[src/rtl/pmftl_pkg.sv]
// Package with request and result codes for the page-mapping flash translation layer.
package pmftl_pkg;

  // Request modes.
  localparam logic [1:0] MODE_READ   = 2'd0;
  localparam logic [1:0] MODE_WRITE  = 2'd1;
  localparam logic [1:0] MODE_FORMAT = 2'd2;

  // Result kinds.
  localparam logic [2:0] KIND_READ    = 3'd0;
  localparam logic [2:0] KIND_PROGRAM = 3'd1;
  localparam logic [2:0] KIND_COPY    = 3'd2;
  localparam logic [2:0] KIND_ERASE   = 3'd3;
  localparam logic [2:0] KIND_FORMAT  = 3'd4;
  localparam logic [2:0] KIND_NOBLK   = 3'd5;

  // Page status codes.
  localparam logic [1:0] PG_UNWRITTEN = 2'd0;
  localparam logic [1:0] PG_VALID     = 2'd1;
  localparam logic [1:0] PG_STALE     = 2'd2;

  // Sequencer states.
  typedef enum logic [4:0] {
    ST_CLEAR,     // clearing pass over all tables
    ST_IDLE,
    ST_RD_LMAP,   // logical map read issued
    ST_RD_RESP,
    ST_WR_START,
    ST_FIND,      // search for the next free block
    ST_VSCAN,     // victim search over blocks
    ST_VSCAN_W,
    ST_COPY_RD,   // read victim page
    ST_COPY_CHK,
    ST_COPY_EMIT,
    ST_ERASE,     // clear victim pages
    ST_ERASE_EMIT,
    ST_PROG_RD,   // read old mapping
    ST_PROG_OLD,
    ST_PROG_CNT,
    ST_PROG_EMIT,
    ST_NOBLK,
    ST_FMT_EMIT,
    ST_OUT_WAIT
  } state_e;

  // One result item.
  typedef struct packed {
    logic [2:0] kind;
    logic [3:0] src_block;
    logic [2:0] src_page;
    logic [3:0] dst_block;
    logic [2:0] dst_page;
    logic       mapped;
    logic       last;
  } result_t;

endpackage

[src/rtl/pmftl_out_reg.sv]
// Output register stage holding one result transaction.
module pmftl_out_reg (
  input  logic               clk_i,
  input  logic               rst_ni,
  input  logic               push_i,
  input  pmftl_pkg::result_t data_i,
  output logic               full_o,
  output logic               valid_o,
  input  logic               ready_i,
  output pmftl_pkg::result_t data_o
);

  logic               valid_q, valid_d;
  pmftl_pkg::result_t data_q;

  // Valid flag: set on push, cleared when taken.
  always_comb begin
    valid_d = valid_q;
    if (valid_q && ready_i) valid_d = 1'b0;
    if (push_i) valid_d = 1'b1;
  end

  always_ff @(posedge clk_i or negedge rst_ni) begin
    if (!rst_ni) begin
      valid_q <= 1'b0;
    end else begin
      valid_q <= valid_d;
    end
  end

  always_ff @(posedge clk_i) begin
    if (push_i) data_q <= data_i;
  end

  assign full_o  = valid_q && !ready_i;
  assign valid_o = valid_q;
  assign data_o  = data_q;

endmodule

[src/rtl/page_map_ftl_greedy_gc.sv]
// Page-mapping flash translation layer with greedy garbage collection: a
// request sequencer over block-RAM tables. A read looks up the logical map; a
// write programs the next page of the write block, searching for a free block
// at a block change and, when collection runs, searching for a victim block,
// copying its valid pages into the write block and then erasing its pages.
// The sequencer handles one request at a time. After reset and after a
// format a clearing pass over all tables runs before the next request is
// taken. Results wait in an output register.
module page_map_ftl_greedy_gc #(
  parameter int NUM_BLOCKS      = 16,
  parameter int PAGES_PER_BLOCK = 8,
  parameter int LOGICAL_BLOCKS  = 12
) (
  input  logic        clk_i,
  input  logic        rst_ni,
  input  logic        s_axis_tvalid_i,
  output logic        s_axis_tready_o,
  input  logic [15:0] s_axis_tdata_i,   // mode[1:0], logical_page[8:2]
  output logic        m_axis_tvalid_o,
  input  logic        m_axis_tready_i,
  output logic [23:0] m_axis_tdata_o,   // kind, src_block, src_page, dst_block,
                                        // dst_page, mapped (lowest bit up)
  output logic        m_axis_tlast_o
);

  localparam int PhysPages = NUM_BLOCKS * PAGES_PER_BLOCK;
  localparam int LogPages  = LOGICAL_BLOCKS * PAGES_PER_BLOCK;
  localparam int BW  = (NUM_BLOCKS > 1) ? $clog2(NUM_BLOCKS) : 1;
  localparam int PW  = (PAGES_PER_BLOCK > 1) ? $clog2(PAGES_PER_BLOCK) : 1;
  localparam int PPW = BW + PW;
  localparam int LW  = (LogPages > 1) ? $clog2(LogPages) : 1;
  localparam int CW  = $clog2(PAGES_PER_BLOCK + 1);
  localparam int FW  = $clog2(NUM_BLOCKS + 1);
  localparam int ClrN = (LogPages > PhysPages) ? LogPages : PhysPages;
  localparam int ClrW = $clog2(ClrN + 1);

  // Tables: logical map (valid + location), owner (valid + logical page),
  // page status, per-block valid count and free flag.
  logic [PPW:0]  lmap_mem [LogPages];
  logic [LW:0]   own_mem  [PhysPages];
  logic [1:0]    pst_mem  [PhysPages];
  logic [CW:0]   blk_mem  [NUM_BLOCKS];   // {free, count}

  // Memory ports.
  logic          lm_we;  logic [LW-1:0]  lm_wa, lm_ra; logic [PPW:0] lm_wd, lm_rd;
  logic          ow_we;  logic [PPW-1:0] ow_wa, ow_ra; logic [LW:0]  ow_wd, ow_rd;
  logic          ps_we;  logic [PPW-1:0] ps_wa, ps_ra; logic [1:0]   ps_wd, ps_rd;
  logic          bk_we;  logic [BW-1:0]  bk_wa, bk_ra; logic [CW:0]  bk_wd, bk_rd;

  always_ff @(posedge clk_i) begin
    if (lm_we) lmap_mem[lm_wa] <= lm_wd;
    lm_rd <= lmap_mem[lm_ra];
    if (ow_we) own_mem[ow_wa] <= ow_wd;
    ow_rd <= own_mem[ow_ra];
    if (ps_we) pst_mem[ps_wa] <= ps_wd;
    ps_rd <= pst_mem[ps_ra];
    if (bk_we) blk_mem[bk_wa] <= bk_wd;
    bk_rd <= blk_mem[bk_ra];
  end

  // Control registers.
  pmftl_pkg::state_e state_q, state_d;
  logic [ClrW-1:0]   clr_q, clr_d;
  logic [FW-1:0]     free_q, free_d;
  logic [BW-1:0]     wblk_q, wblk_d;
  logic [PW-1:0]     wpg_q, wpg_d;
  logic              started_q, started_d;
  logic [LW:0]       lp_q, lp_d;
  logic [BW:0]       cnt_q, cnt_d;      // block step counter
  logic [BW-1:0]     scan_q, scan_d;    // block being looked at
  logic [BW-1:0]     vic_q, vic_d;
  logic [CW-1:0]     best_q, best_d;
  logic              found_q, found_d;
  logic [PW:0]       pg_q, pg_d;        // victim page index
  logic [PW:0]       pos_q, pos_d;      // copy destination index
  logic [CW-1:0]     wcnt_q, wcnt_d;    // valid count of the write block
  logic [PPW:0]      old_q, old_d;

  // Output stage.
  logic               push, ofull;
  pmftl_pkg::result_t res, ores;

  pmftl_out_reg u_out (
    .clk_i  (clk_i),
    .rst_ni (rst_ni),
    .push_i (push),
    .data_i (res),
    .full_o (ofull),
    .valid_o(m_axis_tvalid_o),
    .ready_i(m_axis_tready_i),
    .data_o (ores)
  );

  assign m_axis_tdata_o = {6'd0, ores.mapped, ores.dst_page, ores.dst_block,
                           ores.src_page, ores.src_block, ores.kind};
  assign m_axis_tlast_o = ores.last;

  logic [1:0]    in_mode;
  logic [6:0]    in_lp;
  logic [BW-1:0] scan_nx;
  logic [PPW-1:0] vsrc, cdst;
  assign in_mode = s_axis_tdata_i[1:0];
  assign in_lp   = s_axis_tdata_i[8:2];
  assign s_axis_tready_o = (state_q == pmftl_pkg::ST_IDLE) && !ofull;
  assign scan_nx = (32'(scan_q) + 1 == NUM_BLOCKS) ? '0 : scan_q + 1'b1;
  assign vsrc = {vic_q, pg_q[PW-1:0]};
  assign cdst = {wblk_q, pos_q[PW-1:0]};

  // Sequencer.
  always_comb begin
    state_d = state_q; clr_d = clr_q; free_d = free_q; wblk_d = wblk_q;
    wpg_d = wpg_q; started_d = started_q; lp_d = lp_q; cnt_d = cnt_q;
    scan_d = scan_q; vic_d = vic_q; best_d = best_q; found_d = found_q;
    pg_d = pg_q; pos_d = pos_q; wcnt_d = wcnt_q; old_d = old_q;
    lm_we = 1'b0; lm_wa = '0; lm_wd = '0; lm_ra = '0;
    ow_we = 1'b0; ow_wa = '0; ow_wd = '0; ow_ra = '0;
    ps_we = 1'b0; ps_wa = '0; ps_wd = '0; ps_ra = '0;
    bk_we = 1'b0; bk_wa = '0; bk_wd = '0; bk_ra = '0;
    push = 1'b0; res = '0;
    unique case (state_q)
      pmftl_pkg::ST_CLEAR: begin
        if (32'(clr_q) < LogPages) begin
          lm_we = 1'b1; lm_wa = clr_q[LW-1:0];
        end
        if (32'(clr_q) < PhysPages) begin
          ow_we = 1'b1; ow_wa = clr_q[PPW-1:0];
          ps_we = 1'b1; ps_wa = clr_q[PPW-1:0]; ps_wd = pmftl_pkg::PG_UNWRITTEN;
        end
        if (32'(clr_q) < NUM_BLOCKS) begin
          bk_we = 1'b1; bk_wa = clr_q[BW-1:0]; bk_wd = {1'b1, {CW{1'b0}}};
        end
        clr_d = clr_q + 1'b1;
        if (32'(clr_q) == ClrN - 1) state_d = pmftl_pkg::ST_IDLE;
      end
      pmftl_pkg::ST_IDLE: begin
        if (s_axis_tvalid_i && s_axis_tready_o) begin
          lp_d = {1'b0, in_lp[LW-1:0]};
          if (32'(in_lp) >= LogPages) lp_d[LW] = 1'b1;
          if (in_mode == pmftl_pkg::MODE_FORMAT) begin
            state_d = pmftl_pkg::ST_FMT_EMIT;
          end else if (in_mode == pmftl_pkg::MODE_READ) begin
            state_d = pmftl_pkg::ST_RD_LMAP;
          end else if (in_mode == pmftl_pkg::MODE_WRITE && 32'(in_lp) < LogPages) begin
            state_d = pmftl_pkg::ST_WR_START;
          end
        end
      end
      pmftl_pkg::ST_FMT_EMIT: begin
        res.kind = pmftl_pkg::KIND_FORMAT; res.last = 1'b1; push = 1'b1;
        free_d = FW'(NUM_BLOCKS); wblk_d = '0; wpg_d = '0; started_d = 1'b0;
        clr_d = '0; state_d = pmftl_pkg::ST_CLEAR;
      end
      pmftl_pkg::ST_RD_LMAP: begin
        lm_ra = lp_q[LW-1:0]; state_d = pmftl_pkg::ST_RD_RESP;
      end
      pmftl_pkg::ST_RD_RESP: begin
        res.kind = pmftl_pkg::KIND_READ; res.last = 1'b1;
        if (!lp_q[LW] && lm_rd[PPW]) begin
          res.mapped = 1'b1;
          res.dst_block = 4'(lm_rd[PPW-1:PW]);
          res.dst_page = 3'(lm_rd[PW-1:0]);
        end
        push = 1'b1; state_d = pmftl_pkg::ST_IDLE;
      end
      pmftl_pkg::ST_WR_START: begin
        if (!started_q) begin
          // First write takes block 0.
          started_d = 1'b1; wblk_d = '0; wpg_d = '0;
          bk_ra = '0; state_d = pmftl_pkg::ST_PROG_RD;
          cnt_d = '0;
        end else if (32'(wpg_q) >= PAGES_PER_BLOCK - 1) begin
          scan_d = wblk_q; cnt_d = '0; bk_ra = wblk_q;
          state_d = pmftl_pkg::ST_FIND;
        end else begin
          wpg_d = wpg_q + 1'b1; bk_ra = wblk_q; cnt_d = {{BW{1'b0}}, 1'b1};
          state_d = pmftl_pkg::ST_PROG_RD;
        end
      end
      pmftl_pkg::ST_FIND: begin
        // bk_rd holds the entry of scan_q.
        if (bk_rd[CW]) begin
          wblk_d = scan_q;
          bk_we = 1'b1; bk_wa = scan_q; bk_wd = '0;
          if (free_q != '0) free_d = free_q - 1'b1;
          if (free_q <= 1) begin
            cnt_d = {{BW{1'b0}}, 1'b1}; scan_d = (32'(scan_q) + 1 == NUM_BLOCKS) ? '0 : scan_q + 1'b1;
            bk_ra = (32'(scan_q) + 1 == NUM_BLOCKS) ? '0 : scan_q + 1'b1;
            found_d = 1'b0; best_d = CW'(PAGES_PER_BLOCK + 1); pos_d = '0;
            state_d = pmftl_pkg::ST_VSCAN;
          end else begin
            wpg_d = '0; wcnt_d = '0; state_d = pmftl_pkg::ST_PROG_RD;
            cnt_d = '0;
          end
        end else if (32'(cnt_q) == NUM_BLOCKS - 1) begin
          res.kind = pmftl_pkg::KIND_NOBLK; res.last = 1'b1; push = 1'b1;
          state_d = pmftl_pkg::ST_IDLE;
        end else begin
          cnt_d = cnt_q + 1'b1; scan_d = scan_nx; bk_ra = scan_nx;
        end
      end
      pmftl_pkg::ST_VSCAN: begin
        // Write block itself is still free-marked false with count 0; skip it.
        bk_ra = scan_q; state_d = pmftl_pkg::ST_VSCAN_W;
      end
      pmftl_pkg::ST_VSCAN_W: begin
        if (!bk_rd[CW] && bk_rd[CW-1:0] < best_q) begin
          best_d = bk_rd[CW-1:0]; vic_d = scan_q; found_d = 1'b1;
        end
        if (32'(cnt_q) == NUM_BLOCKS - 1) begin
          pg_d = '0;
          if (found_q || (!bk_rd[CW] && bk_rd[CW-1:0] < best_q))
            state_d = pmftl_pkg::ST_COPY_RD;
          else begin
            wpg_d = '0; wcnt_d = '0; cnt_d = '0;
            state_d = pmftl_pkg::ST_PROG_RD;
          end
        end else begin
          cnt_d = cnt_q + 1'b1; scan_d = scan_nx; state_d = pmftl_pkg::ST_VSCAN;
        end
      end
      pmftl_pkg::ST_COPY_RD: begin
        if (32'(pg_q) >= PAGES_PER_BLOCK || 32'(pos_q) >= PAGES_PER_BLOCK) begin
          pg_d = '0; state_d = pmftl_pkg::ST_ERASE;
        end else begin
          ps_ra = vsrc; ow_ra = vsrc; state_d = pmftl_pkg::ST_COPY_CHK;
        end
      end
      pmftl_pkg::ST_COPY_CHK: begin
        if (ps_rd == pmftl_pkg::PG_VALID) begin
          if (ow_rd[LW]) begin
            lm_we = 1'b1; lm_wa = ow_rd[LW-1:0]; lm_wd = {1'b1, cdst};
          end
          ow_we = 1'b1; ow_wa = cdst; ow_wd = ow_rd;
          ps_we = 1'b1; ps_wa = cdst; ps_wd = pmftl_pkg::PG_VALID;
          state_d = pmftl_pkg::ST_COPY_EMIT;
        end else begin
          pg_d = pg_q + 1'b1; state_d = pmftl_pkg::ST_COPY_RD;
        end
      end
      pmftl_pkg::ST_COPY_EMIT: begin
        if (!ofull) begin
          ps_we = 1'b1; ps_wa = vsrc; ps_wd = pmftl_pkg::PG_STALE;
          res.kind = pmftl_pkg::KIND_COPY;
          res.src_block = 4'(vic_q); res.src_page = 3'(pg_q);
          res.dst_block = 4'(wblk_q); res.dst_page = 3'(pos_q);
          push = 1'b1;
          pos_d = pos_q + 1'b1; pg_d = pg_q + 1'b1;
          state_d = pmftl_pkg::ST_COPY_RD;
        end
      end
      pmftl_pkg::ST_ERASE: begin
        ps_we = 1'b1; ps_wa = vsrc; ps_wd = pmftl_pkg::PG_UNWRITTEN;
        ow_we = 1'b1; ow_wa = vsrc; ow_wd = '0;
        pg_d = pg_q + 1'b1;
        if (32'(pg_q) == PAGES_PER_BLOCK - 1) state_d = pmftl_pkg::ST_ERASE_EMIT;
      end
      pmftl_pkg::ST_ERASE_EMIT: begin
        if (!ofull) begin
          bk_we = 1'b1; bk_wa = vic_q; bk_wd = {1'b1, {CW{1'b0}}};
          free_d = free_q + 1'b1;
          res.kind = pmftl_pkg::KIND_ERASE; res.dst_block = 4'(vic_q);
          push = 1'b1;
          wcnt_d = CW'(pos_q);
          if (32'(pos_q) >= PAGES_PER_BLOCK) begin
            wpg_d = PW'(PAGES_PER_BLOCK - 1);
            bk_we = 1'b1;  // victim marked free; write block count kept below
            state_d = pmftl_pkg::ST_NOBLK;
          end else begin
            // The copy count is already in wcnt; the table entry is still zero.
            wpg_d = pos_q[PW-1:0]; cnt_d = '0;
            bk_ra = wblk_q;
            state_d = pmftl_pkg::ST_PROG_RD;
          end
        end
      end
      pmftl_pkg::ST_NOBLK: begin
        if (!ofull) begin
          bk_we = 1'b1; bk_wa = wblk_q; bk_wd = {1'b0, wcnt_q};
          res.kind = pmftl_pkg::KIND_NOBLK; res.last = 1'b1; push = 1'b1;
          state_d = pmftl_pkg::ST_IDLE;
        end
      end
      pmftl_pkg::ST_PROG_RD: begin
        // cnt_q[0] set: wcnt must come from the block table.
        if (cnt_q[0] && state_q == pmftl_pkg::ST_PROG_RD && pos_q == '1) begin
          wcnt_d = wcnt_q;
        end
        lm_ra = lp_q[LW-1:0]; bk_ra = wblk_q;
        state_d = pmftl_pkg::ST_PROG_OLD;
      end
      pmftl_pkg::ST_PROG_OLD: begin
        old_d = lm_rd;
        if (cnt_q[0] || !started_q || wcnt_q == '0) wcnt_d = bk_rd[CW-1:0];
        if (lm_rd[PPW]) begin
          ps_we = 1'b1; ps_wa = lm_rd[PPW-1:0]; ps_wd = pmftl_pkg::PG_STALE;
          ow_we = 1'b1; ow_wa = lm_rd[PPW-1:0]; ow_wd = '0;
          bk_ra = lm_rd[PPW-1:PW];
          state_d = pmftl_pkg::ST_PROG_CNT;
        end else begin
          state_d = pmftl_pkg::ST_PROG_EMIT;
        end
      end
      pmftl_pkg::ST_PROG_CNT: begin
        if (old_q[PPW-1:PW] == wblk_q) begin
          if (wcnt_q != '0) wcnt_d = wcnt_q - 1'b1;
        end else if (bk_rd[CW-1:0] != '0) begin
          bk_we = 1'b1; bk_wa = old_q[PPW-1:PW];
          bk_wd = {bk_rd[CW], bk_rd[CW-1:0] - 1'b1};
        end
        state_d = pmftl_pkg::ST_PROG_EMIT;
      end
      pmftl_pkg::ST_PROG_EMIT: begin
        if (!ofull) begin
          ps_we = 1'b1; ps_wa = {wblk_q, wpg_q}; ps_wd = pmftl_pkg::PG_VALID;
          ow_we = 1'b1; ow_wa = {wblk_q, wpg_q}; ow_wd = {1'b1, lp_q[LW-1:0]};
          lm_we = 1'b1; lm_wa = lp_q[LW-1:0]; lm_wd = {1'b1, wblk_q, wpg_q};
          bk_we = 1'b1; bk_wa = wblk_q; bk_wd = {1'b0, wcnt_q + 1'b1};
          wcnt_d = '0;
          res.kind = pmftl_pkg::KIND_PROGRAM; res.dst_block = 4'(wblk_q);
          res.dst_page = 3'(wpg_q); res.last = 1'b1; push = 1'b1;
          if (!started_q || (free_q == FW'(NUM_BLOCKS) && !started_q)) free_d = free_q;
          state_d = pmftl_pkg::ST_IDLE;
        end
      end
      pmftl_pkg::ST_OUT_WAIT: state_d = pmftl_pkg::ST_IDLE;
      default: state_d = pmftl_pkg::ST_IDLE;
    endcase
    // First write claims block 0 if still free.
    if (state_q == pmftl_pkg::ST_WR_START && !started_q) begin
      bk_ra = '0;
      wcnt_d = '0;
      cnt_d = {{BW{1'b0}}, 1'b1};
      state_d = pmftl_pkg::ST_OUT_WAIT;
      pos_d = '1;
    end
    if (state_q == pmftl_pkg::ST_OUT_WAIT) begin
      // bk_rd holds block 0.
      if (bk_rd[CW]) begin
        free_d = free_q - 1'b1;
        bk_we = 1'b1; bk_wa = '0; bk_wd = '0;
      end
      state_d = pmftl_pkg::ST_PROG_RD;
    end
  end

  always_ff @(posedge clk_i or negedge rst_ni) begin
    if (!rst_ni) begin
      state_q <= pmftl_pkg::ST_CLEAR; clr_q <= '0; free_q <= FW'(NUM_BLOCKS);
      wblk_q <= '0; wpg_q <= '0; started_q <= 1'b0; lp_q <= '0; cnt_q <= '0;
      scan_q <= '0; vic_q <= '0; best_q <= '0; found_q <= 1'b0; pg_q <= '0;
      pos_q <= '0; wcnt_q <= '0; old_q <= '0;
    end else begin
      state_q <= state_d; clr_q <= clr_d; free_q <= free_d; wblk_q <= wblk_d;
      wpg_q <= wpg_d; started_q <= started_d; lp_q <= lp_d; cnt_q <= cnt_d;
      scan_q <= scan_d; vic_q <= vic_d; best_q <= best_d; found_q <= found_d;
      pg_q <= pg_d; pos_q <= pos_d; wcnt_q <= wcnt_d; old_q <= old_d;
    end
  end

endmodule
[config.mk]
export PLATFORM = sky130hd
export DESIGN_NAME = page_map_ftl_greedy_gc
export DESIGN_NICKNAME = d
export VERILOG_FILES = /design/src/rtl/pmftl_pkg.sv /design/src/rtl/pmftl_out_reg.sv /design/src/rtl/page_map_ftl_greedy_gc.sv
export SDC_FILE = /design/constraint.sdc
export NUM_CORES = 2
export LEC_CHECK = 0
export BUFFER_PORTS_ARGS = -buffer_cell sky130_fd_sc_hd__buf_4
export CAP_MARGIN = 0
export CORE_MARGIN = 2
export CORE_UTILIZATION = 40
export DETAILED_ROUTE_END_ITERATION = 8
export PLACE_DENSITY_LB_ADDON = 0.2
export SETUP_SLACK_MARGIN = 0.15
export SKIP_CTS_REPAIR_TIMING = 1
export SLEW_MARGIN = 25
export SYNTH_ARGS = -nofsm -noshare
export SYNTH_HDL_FRONTEND = slang
export SYNTH_SLANG_ARGS = --single-unit
[constraint.sdc]
create_clock -name clk_i -period 15.5 [get_ports clk_i]
set_input_delay 1.55 -clock clk_i [delete_from_list [all_inputs] [get_ports clk_i]]
set_output_delay 1.55 -clock clk_i [all_outputs]
set_load 0.01 [all_outputs]
==> flow_summary_export.csv <==
group,metric,value,unit
synthesis,yosys.cell_types.count,93,
setup_path,worst-r2r-cell-count,10,
timing,finalMaxSlewViolations,0,
power,power_density_over_the_cells,153,nW/µm²
synthesis,synthArstFlopShare,3.08,%
power,irDropWorstVdd,117,µV
setup_path,cp-end-kind,"flip-flop",
floorplanning,top_level_ports,47,
global_route,grt_max_degree,120,
floorplanning,die_w,483,µm
clock_tree,cts_tree,"done",
timing,worstMarginPinSlew,1.18,ns
floorplanning,initial_utilization,40.3,%
synthesis,syn-cell-area,91900,µm²
route,routed_wl_per_cell,29.2,µm
clock_tree,ctsHtreeMaxLevel,4,
job,cap_violations,0,
run_status,outcome,"complete, but fails checks",
synthesis,seq_area_frac_synth,72.6,%
clock_tree,max-clock-path-buffers,3,
timing,min_period,5.94,ns
timing,final.setup_skew,0.0539,ns
synthesis,dominantRegCellSynth,"sky130_fd_sc_hd__edfxtp_1",
layout,multiInputGateArea,23700,µm²
clock_tree,insertion_delay_of_the_later_clocked_pin_in_the_worst_skew_pair,0.88,ns
min_path,hp-class,"flip-flop to flip-flop",
route,wl_met2,127,mm
layout,storage_cell_area,66700,µm²
route,met3_length,25.0,mm
placement,dpl_worst_slack,9.62,ns
setup_path,worst_setup_path_start_kind,"flip-flop",
layout,flow.area_growth_from_synthesis,12.2,%
clock_tree,clock_tree.root_cell,"sky130_fd_sc_hd__clkbuf_16",
timing,finalWorstSetupSlack,9.56,ns
global_route,grt_antenna_before_repair,9,
placement,place.gp.congestion,0.887,
placement,hpwl,168,mm
timing,finalSetupViolations,0,
run_status,failing_checks,"design-rule violations",
placement,io_buffers,33,
timing,clock.fmax,168,MHz
timing,rsz0062_at_grt,"false",
synthesis,netlist_instances,6385,
synthesis,synth_enable_flop_cells,2147,
route,drtPass1Iterations,9,
route,drc,1,
route,dr_total_vias,57953,
synthesis,post_synth.cell_area_avg,14.4,µm²
floorplanning,floorplan.die.height,483,µm
synthesis,ffs_latches_synth,2239,
timing,fin_crit_sh,38.3,%
clock_tree,clock_transition_at_path_regs,0.06,ns
min_path,worstHoldEndpoint,"cnt_q[3]",
global_route,groute.usage.overall,23.4,%
power,power.static_leakage,34.3,nW
clock_tree,cts-buffers-inserted,221,
route,routedLengthMet1,121,mm
timing,tns,0,ns
min_path,hp-start,"cnt_q[3]",
route,detailedRoute.firstIterationViolations,7900,
route,top_signal_layer_used,"met5",
setup_path,worstReg2RegStart,"pg_q[2]",
route,routed_wirelength,280,mm
clock_tree,cts_sinks,2239,
synthesis,synth_area_leader_cell,"sky130_fd_sc_hd__edfxtp_1",
timing,hold_viol,0,
setup_path,cp_max_fo,78,
global_route,wire_length_of_the_first_global_routing_pass,402,mm
setup_path,r2r-end,"ow_rd[2]",
setup_path,regToRegSetupSlack,9.56,ns
layout,nNetsFinal,6428,
route,drtAntennaViolNets,0,
setup_path,timing.critical_path.arrival,6.61,ns
timing,max_slew_margin,21.0,%
setup_path,crit_type,"flip-flop to flip-flop",
min_path,worst_hold_path_stage_count,1,
layout,fraction_of_final_layout_cells_sized_beyond_drive_strength_1,11.5,%
global_route,grt_remaining_overflow,0,
route,vias_per_cell,6.04,
global_route,first_global_vias,55317,
setup_path,crit_required,16.17,ns
layout,filler_cell_count,19988,
floorplanning,core.rowCount,175,
synthesis,synth.area.top_cells,"sky130_fd_sc_hd__edfxtp_1, sky130_fd_sc_hd__mux2i_1, sky130_fd_sc_hd__nand2_1, sky130_fd_sc_hd__nor2_1, sky130_fd_sc_hd__mux4_2",
synthesis,synthesis.yosys.warnings,0,
floorplanning,dieArea,233000,µm²
floorplanning,coreArea,228000,µm²
synthesis,synth_top_area_share,70.2,%
-- kinds of logic (layout without fill, tap and decap cells) --
logic type / Yosys count / in the layout / share of synthesized area, %
AO/OA/AOI/OAI: 1256 / 1256 / 9.43
XOR/XNOR: 20 / 20 / 0.191
multiplexers: 470 / 470 / 6.40
other: 1 / 8 / 0.00408
buffers and inverters: 460 / 655 / 2.11
AND/OR/NAND/NOR: 1918 / 1918 / 9.02
flip-flops: 2239 / 2239 / 72.6
adder cells (fa/ha/maj): 21 / 21 / 0.286
-- synth_stat cells (23+ instances only) --
library cell / number
sky130_fd_sc_hd__dfrtp_1: 68
sky130_fd_sc_hd__nand3_1: 203
sky130_fd_sc_hd__a221oi_1: 47
sky130_fd_sc_hd__and3_1: 37
sky130_fd_sc_hd__a21oi_1: 224
sky130_fd_sc_hd__nor2_1: 586
sky130_fd_sc_hd__nand4_1: 36
sky130_fd_sc_hd__nand2_1: 789
sky130_fd_sc_hd__nor2b_1: 31
sky130_fd_sc_hd__o211ai_1: 47
sky130_fd_sc_hd__a22oi_1: 41
sky130_fd_sc_hd__o221ai_1: 85
sky130_fd_sc_hd__o21ai_0: 210
sky130_fd_sc_hd__clkbuf_1: 248
sky130_fd_sc_hd__a211oi_1: 61
sky130_fd_sc_hd__buf_1: 58
sky130_fd_sc_hd__mux4_2: 88
sky130_fd_sc_hd__o31ai_1: 26
sky130_fd_sc_hd__a31oi_1: 107
sky130_fd_sc_hd__and2_1: 26
sky130_fd_sc_hd__o2111ai_1: 24
sky130_fd_sc_hd__buf_2: 91
sky130_fd_sc_hd__a32oi_1: 43
sky130_fd_sc_hd__mux2i_1: 326
sky130_fd_sc_hd__dfxtp_1: 23
sky130_fd_sc_hd__nor3_1: 107
sky130_fd_sc_hd__mux2_2: 56
sky130_fd_sc_hd__o22ai_1: 103
sky130_fd_sc_hd__inv_1: 44
sky130_fd_sc_hd__edfxtp_1: 2147
-- stage by stage --
stage	area, µm²	hold WS, ns	utilization (%)	cells	total power [W]
finish	103000	0.478	45.2	9596	0.0158
global route	103000	0.462	45.2	9595	0.0163
CTS	103000	0.444	45.2	9592	0.0158
detailed placement	95700	0.457	42.0	9171	0.0105
global placement	95700	0.465	42.0	9171	0.0104
floorplan	91900	0.438	-	6390	0.00909
-- how the worst max path moves through the flow --
stage	slack [ns]	from	endpoint	cells past startpoint
floorplan	7.63	m_axis_tready_i	own_mem[112][0]	7
global placement	9.29	pg_q[2]	ow_rd[2]	10
detailed placement	9.62	pg_q[2]	ow_rd[2]	12
CTS	9.60	pg_q[2]	ow_rd[2]	12
global route	9.49	pg_q[2]	ow_rd[2]	12
finish	9.56	pg_q[2]	ow_rd[2]	10
-- report_power, final --
part,internal [W],switching (W)
clock network,0.00307,0.00233
registers,0.00694,0.000202
logic,0.000934,0.00230
-- registers in the layout, indices dropped and copies added (netlist names), 2 cells and up --
name	count
own_mem	1024
lmap_mem	768
pst_mem	256
blk_mem	80
u_out.data_o	19
clr_q	8
lm_rd	8
lp_q	8
ow_rd	8
bk_rd	5
cnt_q	5
free_q	5
state_q	5
best_q	4
old_q	4
pg_q	4
pos_q	4
scan_q	4
vic_q	4
wblk_q	4
wcnt_q	4
wpg_q	3
ps_rd	2
-- routing by layer --
layer  global-route usage [%]  up-vias
met5                        0        -
met4                     6.44        4
met3                     4.05      465
met2                     35.8     2888
met1                     34.3    29771
li1                         -    24825
-- layout make-up --
type / instances / share of cell area [%]
multi-input cells: 3691 / 23.0
inverters: 44 / 0.163
flip-flops and latches: 2239 / 64.7
clock inverters: 132 / 1.26
clock buffers: 289 / 5.83
diodes: 2 / 0.00485
repair buffers: 190 / 1.47
well taps: 3009 / 3.65
-- critical path: stages, from the launching register on --
cell and delay, ns:
sky130_fd_sc_hd__dfrtp_4 0.90, sky130_fd_sc_hd__buf_12 0.50, sky130_fd_sc_hd__nor4bb_2 0.84, sky130_fd_sc_hd__nand2_4 0.55, sky130_fd_sc_hd__buf_4 0.46, sky130_fd_sc_hd__buf_4 0.40, sky130_fd_sc_hd__o211ai_1 0.31, sky130_fd_sc_hd__a31oi_1 0.23
sky130_fd_sc_hd__a21oi_1 0.39, sky130_fd_sc_hd__a22oi_1 0.17, sky130_fd_sc_hd__a2111oi_2 0.93
-- placed cells by master (no fill, tap or decap), drive strengths merged, types with 36 or more instances in the layout --
master     n
clkbuf   289
a32oi     43
and3      37
a221oi    50
nand4     36
inv       53
a22oi     41
o211ai    47
a31oi    107
a21oi    225
nor3     109
nand3    203
mux2i    326
mux4      88
mux2      56
nand2    789
dfrtp     68
edfxtp  2147
buf      190
o221ai    85
o21ai    219
nor2     586
clkinv   100
a211oi    65
o22ai    103
Power figures use the tool's default switching activity.
